### src/rtl/lkat_pkg.sv
package lkat_pkg;

    localparam int CORDIC_STAGES   = 18;
    localparam int ANGLE_FRAC_BITS = 15;
    localparam int TABLE_LEN       = 24;

    localparam int COORD_W   = 32;
    localparam int DIFF_W    = COORD_W + 1;
    localparam int NW        = 41;
    localparam int SW        = 6;
    localparam int NORM_STEPS = 6;
    localparam int CW        = 46;
    localparam int XW        = CW - 2;
    localparam int ZW        = 33;
    localparam int AW        = 31;
    localparam int UW        = 34;
    localparam int PW        = XW + 20;
    localparam int STAGE_W   = 5;
    localparam int YAW_W     = 19;
    localparam int PITCH_W   = 17;
    localparam int RND_SH    = 30 - ANGLE_FRAC_BITS;

    localparam int CFG_W     = 32;
    localparam int CFG_IDX_W = 2;

    localparam logic [CFG_IDX_W-1:0] REG_FOCUS_X = 2'd0;
    localparam logic [CFG_IDX_W-1:0] REG_FOCUS_Y = 2'd1;
    localparam logic [CFG_IDX_W-1:0] REG_FOCUS_Z = 2'd2;

    localparam logic [UW-1:0] PI_Q30       = 34'd3373259426;
    localparam logic [UW-1:0] HALF_PI_Q30  = 34'd1686629713;
    localparam logic [19:0]   INV_GAIN_Q20 = 20'd636750;
    localparam logic [UW-1:0] RND_HALF     = UW'(2 ** (RND_SH - 1));

    localparam logic [29:0] ATAN_Q30 [TABLE_LEN] = '{
        30'd843314857, 30'd497837829, 30'd263043837, 30'd133525159,
        30'd67021687,  30'd33543516,  30'd16775851,  30'd8388437,
        30'd4194283,   30'd2097149,   30'd1048576,   30'd524288,
        30'd262144,    30'd131072,    30'd65536,     30'd32768,
        30'd16384,     30'd8192,      30'd4096,      30'd2048,
        30'd1024,      30'd512,       30'd256,       30'd128
    };

    // Round half up from Q30 radians to the output angle scale.
    function automatic logic [YAW_W-1:0] lkat_round(input logic [UW-1:0] u);
        logic [UW-1:0] sum;
        logic [UW-1:0] shifted;
        sum     = u + RND_HALF;
        shifted = sum >> RND_SH;
        return shifted[YAW_W-1:0];
    endfunction

    // Clamp a first-quadrant angle to the range zero to half pi.
    function automatic logic [AW-1:0] lkat_sat(input logic signed [ZW-1:0] z);
        logic [AW-1:0] res;
        if (z[ZW-1])
        begin
            res = '0;
        end
        else if ($unsigned(z) > ZW'(HALF_PI_Q30))
        begin
            res = AW'(HALF_PI_Q30);
        end
        else
        begin
            res = z[AW-1:0];
        end
        return res;
    endfunction

    localparam logic [YAW_W-1:0] HP_RND = lkat_round(HALF_PI_Q30);

    typedef struct packed {
        logic dx_neg;
        logic dy_pos;
        logic dy_neg;
        logic dz_pos;
        logic dz_neg;
        logic flat;
    } lkat_flags_t;

    typedef struct packed {
        lkat_flags_t              flags;
        logic [NW-1:0]            ay;
        logic [SW-1:0]            sdiff;
        logic signed [YAW_W-1:0]  yaw;
    } lkat_side_t;

    typedef struct packed {
        logic signed [CW-1:0] x;
        logic signed [CW-1:0] y;
        logic signed [ZW-1:0] z;
        lkat_side_t           side;
    } lkat_cordic_t;

    typedef struct packed {
        logic [NW-1:0] mh;
        logic [NW-1:0] m3;
        logic [NW-1:0] ax;
        logic [NW-1:0] ay;
        logic [NW-1:0] az;
        logic [SW-1:0] s1;
        logic [SW-1:0] s3;
        lkat_flags_t   flags;
    } lkat_norm_t;

endpackage

### src/rtl/lkat_cordic_cell.sv
module lkat_cordic_cell (
    input  logic                         clk,
    input  logic                         rst_n,
    input  logic                         en,
    input  logic [lkat_pkg::STAGE_W-1:0] stage,
    input  logic                         prev_valid,
    input  lkat_pkg::lkat_cordic_t       prev,
    output logic                         cur_valid,
    output lkat_pkg::lkat_cordic_t       cur
);
    import lkat_pkg::*;

    logic                 valid_reg;
    lkat_cordic_t         data_reg;
    lkat_cordic_t         data_next;
    logic signed [CW-1:0] x_in;
    logic signed [CW-1:0] y_in;
    logic signed [CW-1:0] xs;
    logic signed [CW-1:0] ys;
    logic signed [ZW-1:0] step_angle;

    always_comb
    begin
        x_in       = prev.x;
        y_in       = prev.y;
        xs         = x_in >>> stage;
        ys         = y_in >>> stage;
        step_angle = $signed({{(ZW - 30){1'b0}}, ATAN_Q30[stage]});
        data_next  = prev;
        if (!y_in[CW-1])
        begin
            data_next.x = x_in + ys;
            data_next.y = y_in - xs;
            data_next.z = prev.z + step_angle;
        end
        else
        begin
            data_next.x = x_in - ys;
            data_next.y = y_in + xs;
            data_next.z = prev.z - step_angle;
        end
    end

    always_ff @(posedge clk or negedge rst_n)
    begin
        if (!rst_n)
        begin
            valid_reg <= 1'b0;
        end
        else if (en)
        begin
            valid_reg <= prev_valid;
        end
    end

    always_ff @(posedge clk)
    begin
        if (en)
        begin
            data_reg <= data_next;
        end
    end

    assign cur_valid = valid_reg;
    assign cur       = data_reg;

endmodule

### config.mk
export PLATFORM = sky130hd
export DESIGN_NAME = lkat_cordic_cell
export DESIGN_NICKNAME = d
export VERILOG_FILES = /design/src/rtl/lkat_pkg.sv /design/src/rtl/lkat_cordic_cell.sv
export SDC_FILE = /design/constraint.sdc
export NUM_CORES = 1
export LEC_CHECK = 0
export BUFFER_PORTS_ARGS = -buffer_cell sky130_fd_sc_hd__buf_2
export CAP_MARGIN = 25
export CORE_MARGIN = 2
export CORE_UTILIZATION = 40
export DETAILED_ROUTE_END_ITERATION = 16
export HOLD_SLACK_MARGIN = 0.1
export PLACE_DENSITY = 0.63
export RECOVER_POWER = 25
export SETUP_SLACK_MARGIN = 0.15
export SLEW_MARGIN = 10
export SYNTH_ARGS = -nofsm -noshare
export SYNTH_HDL_FRONTEND = slang
export SYNTH_SLANG_ARGS = --single-unit
### constraint.sdc
create_clock -name clk -period 1.2 [get_ports clk]
set_input_delay 0.18 -clock clk [delete_from_list [all_inputs] [get_ports clk]]
set_output_delay 0.18 -clock clk [all_outputs]
set_load 0.01 [all_outputs]
==> out/metrics.csv, run 1 <==
metric;value;unit
YS warnings;0;
post-synth net total;2707;
r2r startpoint;cur_valid$_DFFE_PN0P_;
Unique masters post-synth;103;
Post-synth EDFFs;197;
switching share of total power;39.38;%
post-layout power;43.09;mW
grt ovf;0;
reg2reg end;cur_valid$_DFFE_PN0P_;
Hold Crit Class;in -> reg;
worst hold start;prev[104];
first-pass GRT wire length;160.8;mm
CTS tree;yes;
# Max-Cap Violations;0;
sequential share of power;23.2;%
Die Y-Extent;243.3;um
Avg Cell Area, Syn;9.729;um2
gp weighted congestion;1.003;
failing checks;setup timing;
post-synthesis register bit count;198;
core area;56500;um2
Mapped Cells;2354;
Root Buffer;clkbuf_16;
share of layout cells above drive strength 1;53.33;%
DR WL/cell;23.90;um
Setup crit end kind;flop;
worst path bufs/invs;6;
commonest non-fill, non-tap cell in the layout;buf_4;
setup tns final;-377.32;ns
synthesized area;22900;um2
TritonCTS buffer count;17;
post-synthesis sequential area ratio;25.94;%
Critical Path Source Type;input port;
Inst Count DP;4377;
Combinational Power Share;61.4;%
Cell Count, Final, Fillers Out;4594;
Avg Vias per Cell;5.732;
FFs w/ async S/R, synth;0.5051;%
initial antenna violation count;4;
DRC Markers;0;
largest net degree at the start of global routing;73;
Syn-to-layout area delta;64.06;%
Cell Area, Placed;33570;um2
Clock Tree Buf Depth;2;
Post-DRT Antenna Nets;0;
slowest CP cell;mux4_2;
Synth area leader;edfxtp_1;
DPL Wire Length;86.04;mm
final net count;4173;
prevailing post-synth register cell;edfxtp_1;
# rows;87;
RSZ-0062 raised after global routing;true;
io pins;404;
Initial Util;40.54;%
Peak Freq;0.1959;GHz
DRT Pass-1 Iters;5;
max-slew violations;0;
area share of the largest cell type after synthesis;25.83;%
worst setup margin;-3.906;ns
Int Power;26.12;mW
wirelength, routed;109.8;mm
Hold Path End;cur[104]$_DFFE_PP_;
vias in the first global route;26777;
die width;243.3;um
Worst EP required;1.46;ns
Clk pwr share;15.3;%
clock transition at the registers of the reported paths;0.09;ns
Final min period;5.106;ns
Cells on Worst Hold Path;3;
flop2flop setup slack;0.40;ns
commonest cells after routing, fill and taps aside;997 x buf_4, 393 x buf_2, 197 x edfxtp_1;
detailed-route via count;26332;
Skew-Pair Late Insertion Delay;0.50;ns
Worst Skew;0;ns
GRT Total Usage;35.63;%
CTS H-tree lvls;4;
Hold Slack;0.1108;ns
Slew @ Worst Pin;1.031;ns
P per Cell Area;1147;nW/um2
period utilization;425.5;%
CP Max Fanout;8;
Port Buf Inserts;403;
design area;37570;um2
R2R depth;1;
WS Path Type;in -> reg;
Num Clock Sinks;198;
DR iter-0 viols;1834;
critical path's top delay family;compound AO/OA/AOI/OAI gates;
CP arrival;5.37;ns
DIE AREA;59190;um2
leakage;16.82;nW
Max IR drop VDD;1145;uV
Synth area leaders;edfxtp_1 26%, mux4_2 12%, ha_1 7.9%;
Final Hold Vio Count;0;
Switching Power;16.97;mW
Slew HR;31.28;%
status;finished with violations;
final setup vio count;222;
max incr delay on CP;0.55;ns
filler instances;4510;
[power by group through the flow]
stage | combinational (mW) | clock, mW | sequential, mW
floorplan | 10.9 | 0 | 10.9
global placement | 22.8 | 0 | 10.1
detailed placement | 23.1 | 0 | 10.1
CTS | 25.2 | 6.69 | 9.99
global route | 28.1 | 6.94 | 10.1
finish | 26.5 | 6.60 | 10.0
[per-stage QoR]
step                      setup WS, ns  utilization [%]
final                           -3.906            66.51
after global routing            -4.115            66.50
after CTS                       -3.803            64.96
after detailed placement        -4.779            59.42
after global placement          -4.732            59.42
after floorplan                 -4.014                -
[worst max path at each step]
stage | startpoint | to | slack (ns) | cells after the start
after global placement | stage[0] | cur[196]$_DFFE_PP_ | -4.73 | 25
after global routing | stage[0] | cur[191]$_DFFE_PP_ | -4.12 | 26
after detailed placement | stage[2] | cur[147]$_DFFE_PP_ | -4.78 | 26
after CTS | stage[0] | cur[191]$_DFFE_PP_ | -3.80 | 26
final | stage[0] | cur[191]$_DFFE_PP_ | -3.91 | 26
after floorplan | stage[0] | cur[196]$_DFFE_PP_ | -4.01 | 25
[routing by layer]
| metal | share of wire, % | track usage (%) | wire, um |
|---|---|---|---|
| met4 | 4.1 | 13.55 | 4451 |
| met2 | 50 | 63.00 | 54480 |
| met3 | 6.3 | 4.715 | 6867 |
| met1 | 40 | 44.06 | 43990 |
| met5 | 0 | 0 | 0 |
[cell families (layout without fill, tap and decap cells)]
| logic type | count (synthesis) | after routing | share of synthesized area (%) |
|---|---|---|---|
| AOI/OAI and AO/OA | 683 | 683 | 19.82 |
| and+or+nand+nor | 662 | 662 | 14.43 |
| muxes | 274 | 274 | 19.91 |
| xor gates and xnor gates | 204 | 204 | 7.802 |
| DFF | 198 | 198 | 25.94 |
| buffers and inverters | 186 | 1665 | 3.966 |
| adders and majority gates | 147 | 147 | 8.129 |
| other | 0 | 5 | 0 |
[synth_stat cells (11+ instances only)]
library cell and instances:
o31ai_1 11, o21ai_0 110, o22ai_1 34, inv_1 50, ha_1 144, nand4_1 14
and3_1 35, nor2_1 184, nor3_1 33, nor4_1 11, edfxtp_1 197, a211oi_1 23
and4_1 12, mux2_2 37, clkbuf_1 64, xor2_1 86, o211ai_1 18, a22oi_1 14
nand2b_1 31, mux4_2 126, a21o_1 67, a21boi_0 13, and2_1 29, mux2i_1 99
nand2_1 185, o21bai_1 13, nor2b_1 23, a41oi_1 11, mux4_1 12, o21a_1 33
buf_2 32, a21oi_1 192, xnor2_1 118, a31oi_1 26, buf_1 15, nand3_1 48
[registers in the layout, summed over array words and instances (netlist names)]
signal	flops
cur	197
cur_valid	1
[layout make-up]
class	instances	area (um2)	share of cell area, %
multi-input combinational	1970	17950	47.79
timing repair buffer	1578	11830	31.49
sequential	198	5941	15.81
tap	756	945.9	2.518
clock buffer	17	425.4	1.132
clock inverter	15	231.5	0.6161
inverter	55	230.2	0.6127
antenna	5	12.51	0.03330
[repair_timing]
item / in CTS / in global routing
pin swaps: 125 / 55
buffers inserted: 58 / 40
hold buffers: 75 / 0
hold endpoints to repair: 75 / 0
resized for setup: 263 / 114
setup endpoints to repair: 323 / 323
gates cloned: 4 / 3
No activity file was read; power rests on OpenSTA's default activity.
==> inputs of run 2 (changes only) <==
--- a/config.mk
+++ b/config.mk
@@ -12,5 +12,5 @@
 export DETAILED_ROUTE_END_ITERATION = 16
 export HOLD_SLACK_MARGIN = 0.1
-export PLACE_DENSITY = 0.63
+export PLACE_DENSITY = 0.61
 export RECOVER_POWER = 25
 export SETUP_SLACK_MARGIN = 0.15
==> constraint.sdc (replaced) <==
create_clock -name clk -period 1.2 [get_ports clk]
set_input_delay 0.18 -clock clk [delete_from_list [all_inputs] [get_ports clk]]
set_output_delay 0.18 -clock clk [all_outputs]
set_load 0.02 [all_outputs]
==> run 2 against run 1 <==
Net effect:
- the flow still finishes with violations (setup timing)
- clock power about the same
- fmax down 3.7%
- via count up 1.3%
- critical endpoint is now cur[193]$_DFFE_PP_
- largest cell class unchanged
==> out/metrics.csv, run 2 (same netlist as run 1, synthesis figures left out) <==
metric;value;unit;change
status;finished with violations;;
failing checks;setup timing;;
Combinational Power Share;62.4;%;+1.0 points
largest net degree at the start of global routing;52;;-29%
vias in the first global route;27257;;+1.8%
Avg Vias per Cell;5.742;;+0.18%
Int Power;25.96;mW;-0.65%
Peak Freq;0.1885;GHz;-3.7%
die width;243.3;um;unchanged
RSZ-0062 raised after global routing;true;;
wirelength, routed;109.8;mm;about the same
CP arrival;5.62;ns;+0.25 ns
design area;37960;um2;+1.0%
filler instances;4521;;+0.24%
initial antenna violation count;6;;+2
Syn-to-layout area delta;65.75;%;
commonest cells after routing, fill and taps aside;1068 x buf_4, 390 x buf_2, 197 x edfxtp_1;;
Switching Power;18.30;mW;+7.8%
detailed-route via count;26683;;+1.3%
Root Buffer;clkbuf_16;;
Hold Crit Class;in -> reg;;
setup tns final;-391.13;ns;-13.82 ns
Port Buf Inserts;403;;unchanged
CP dominant cell by count;buf_4;;
Slew @ Worst Pin;0.9397;ns;-0.09104 ns
DR WL/cell;23.63;um;-1.1%
switching share of total power;41.35;%;+2.0 points
Cell Area, Placed;33910;um2;+1.0%
post-layout power;44.25;mW;+2.7%
grt ovf;0;;unchanged
Initial Util;40.54;%;unchanged
Clk pwr share;14.9;%;-0.4 points
Max IR drop VDD;1285;uV;+12%
Final Hold Vio Count;0;;unchanged
P per Cell Area;1166;nW/um2;+1.6%
io pins;404;;unchanged
clock transition at the registers of the reported paths;0.09;ns;about the same
DRT Pass-1 Iters;5;;unchanged
# Max-Cap Violations;0;;unchanged
worst setup margin;-4.104;ns;-0.1986 ns
gp weighted congestion;1.033;;+3.0%
max-slew violations;0;;unchanged
Skew-Pair Late Insertion Delay;0.51;ns;about the same
Slew HR;37.35;%;+6.1 points
final net count;4226;;+1.3%
Setup WS pre-CTS;-4.783;ns;-0.004470 ns
period utilization;442.0;%;+17 points
commonest non-fill, non-tap cell in the layout;buf_4;;
Hold Slack;0.1074;ns;-0.003394 ns
Post-DRT Antenna Nets;0;;unchanged
final setup vio count;375;;+69%
DPL Wire Length;85.81;mm;-0.28%
Clock Tree Buf Depth;2;;unchanged
first-pass GRT wire length;162.9;mm;+1.3%
DRC Markers;0;;unchanged
CP Max Fanout;6;;-2
core area;56500;um2;unchanged
Reg area;5941;um2;unchanged
TritonCTS buffer count;17;;unchanged
# rows;87;;unchanged
leakage;17.16;nW;+2.0%
Worst Skew;0;ns;unchanged
Num Clock Sinks;198;;unchanged
slowest CP cell;mux4_2;;
Critical Path Source Type;input port;;
CTS tree;yes;;
area of the multi-input gates;17920;um2;-0.17%
Die Y-Extent;243.3;um;unchanged
CTS H-tree lvls;4;;unchanged
max incr delay on CP;0.54;ns;about the same
DR iter-0 viols;1923;;+4.9%
share of layout cells above drive strength 1;54.07;%;+0.74 points
sequential share of power;22.7;%;-0.5 points
max reg flops;197;;unchanged
Setup crit end kind;flop;;
GRT Total Usage;36.05;%;+0.43 points
DIE AREA;59190;um2;unchanged
WS Path Type;in -> reg;;
Worst EP required;1.51;ns;+0.05 ns
Final min period;5.304;ns;+0.1986 ns
[run 2: cell types whose count changed in the layout (fill, tap and decap cells not counted), moves of 6 or more]
cell / before / now
clkbuf_1: 10 / 0
buf_12: 27 / 36
buf_4: 997 / 1068
nand3_1: 41 / 47
xnor2_1: 113 / 105
buf_6: 54 / 47
xnor2_2: 5 / 12
[run 2: through the flow]
step                      utilization, %  instances
after floorplan                        -       2354
after global placement             60.02       4414
after detailed placement           60.02       4414
after CTS                          64.95       4585
after global routing               67.19       4647
final                              67.19       4647
[run 2: path summary, 6_finish.rpt]
path                                        from                     to  slack (ns)  cells after the start
max reg2reg                cur_valid$_DFFE_PN0P_  cur_valid$_DFFE_PN0P_        0.43                      1
min reg2reg                cur_valid$_DFFE_PN0P_  cur_valid$_DFFE_PN0P_        0.56                      1
min in group asynchronous                  rst_n  cur_valid$_DFFE_PN0P_        0.49                      3
max in group asynchronous                  rst_n  cur_valid$_DFFE_PN0P_        0.61                      3
max                                     stage[0]     cur[193]$_DFFE_PP_       -4.10                     26
min                                    prev[105]     cur[105]$_DFFE_PP_        0.11                      3
[run 2: timing repair]
| item | in CTS | in global routing |
|---|---|---|
| pin swaps | 78 | 91 |
| resized for setup | 189 | 171 |
| gates cloned | 3 | 1 |
| hold endpoints to repair | 76 | 0 |
| setup endpoints to repair | 323 | 323 |
| setup buffers | 60 | 56 |
| hold buffers | 76 | 0 |
[run 2: critical path: cells and delay by family]
family / cells / cell delay, ns
adder cells (fa/ha/maj): 1 / 0.33
AND/OR/NAND/NOR: 4 / 0.66
multiplexers: 1 / 0.54
buffers and inverters: 6 / 1.03
AO/OA/AOI/OAI: 14 / 2.84
[run 2: power by group through the flow]
stage | combinational (mW) | clock, mW | sequential, mW
floorplan | 10.9 | 0 | 12.0
global placement | 24.1 | 0 | 10.1
detailed placement | 24.4 | 0 | 10.1
CTS | 26.1 | 6.72 | 10.0
global route | 29.3 | 6.94 | 10.2
finish | 27.6 | 6.60 | 10.0
[run 2: area by class of cell]
class | instances | area share (%)
multi-input cells | 1970 | 47.22
well taps | 756 | 2.492
diodes | 5 | 0.03296
repair buffers | 1631 | 32.29
clock buffers | 17 | 1.121
clock inverters | 15 | 0.5966
inverters | 55 | 0.5966
flip-flops and latches | 198 | 15.65
[run 2: per-layer routing]
| metal | up-vias | routed length, um | GRT usage [%] |
|---|---|---|---|
| li1 | 12182 | - | - |
| met5 | - | 12 | 0 |
| met4 | 2 | 5106 | 14.94 |
| met1 | 13111 | 44050 | 44.32 |
| met2 | 1118 | 54140 | 62.90 |
| met3 | 270 | 6492 | 5.530 |
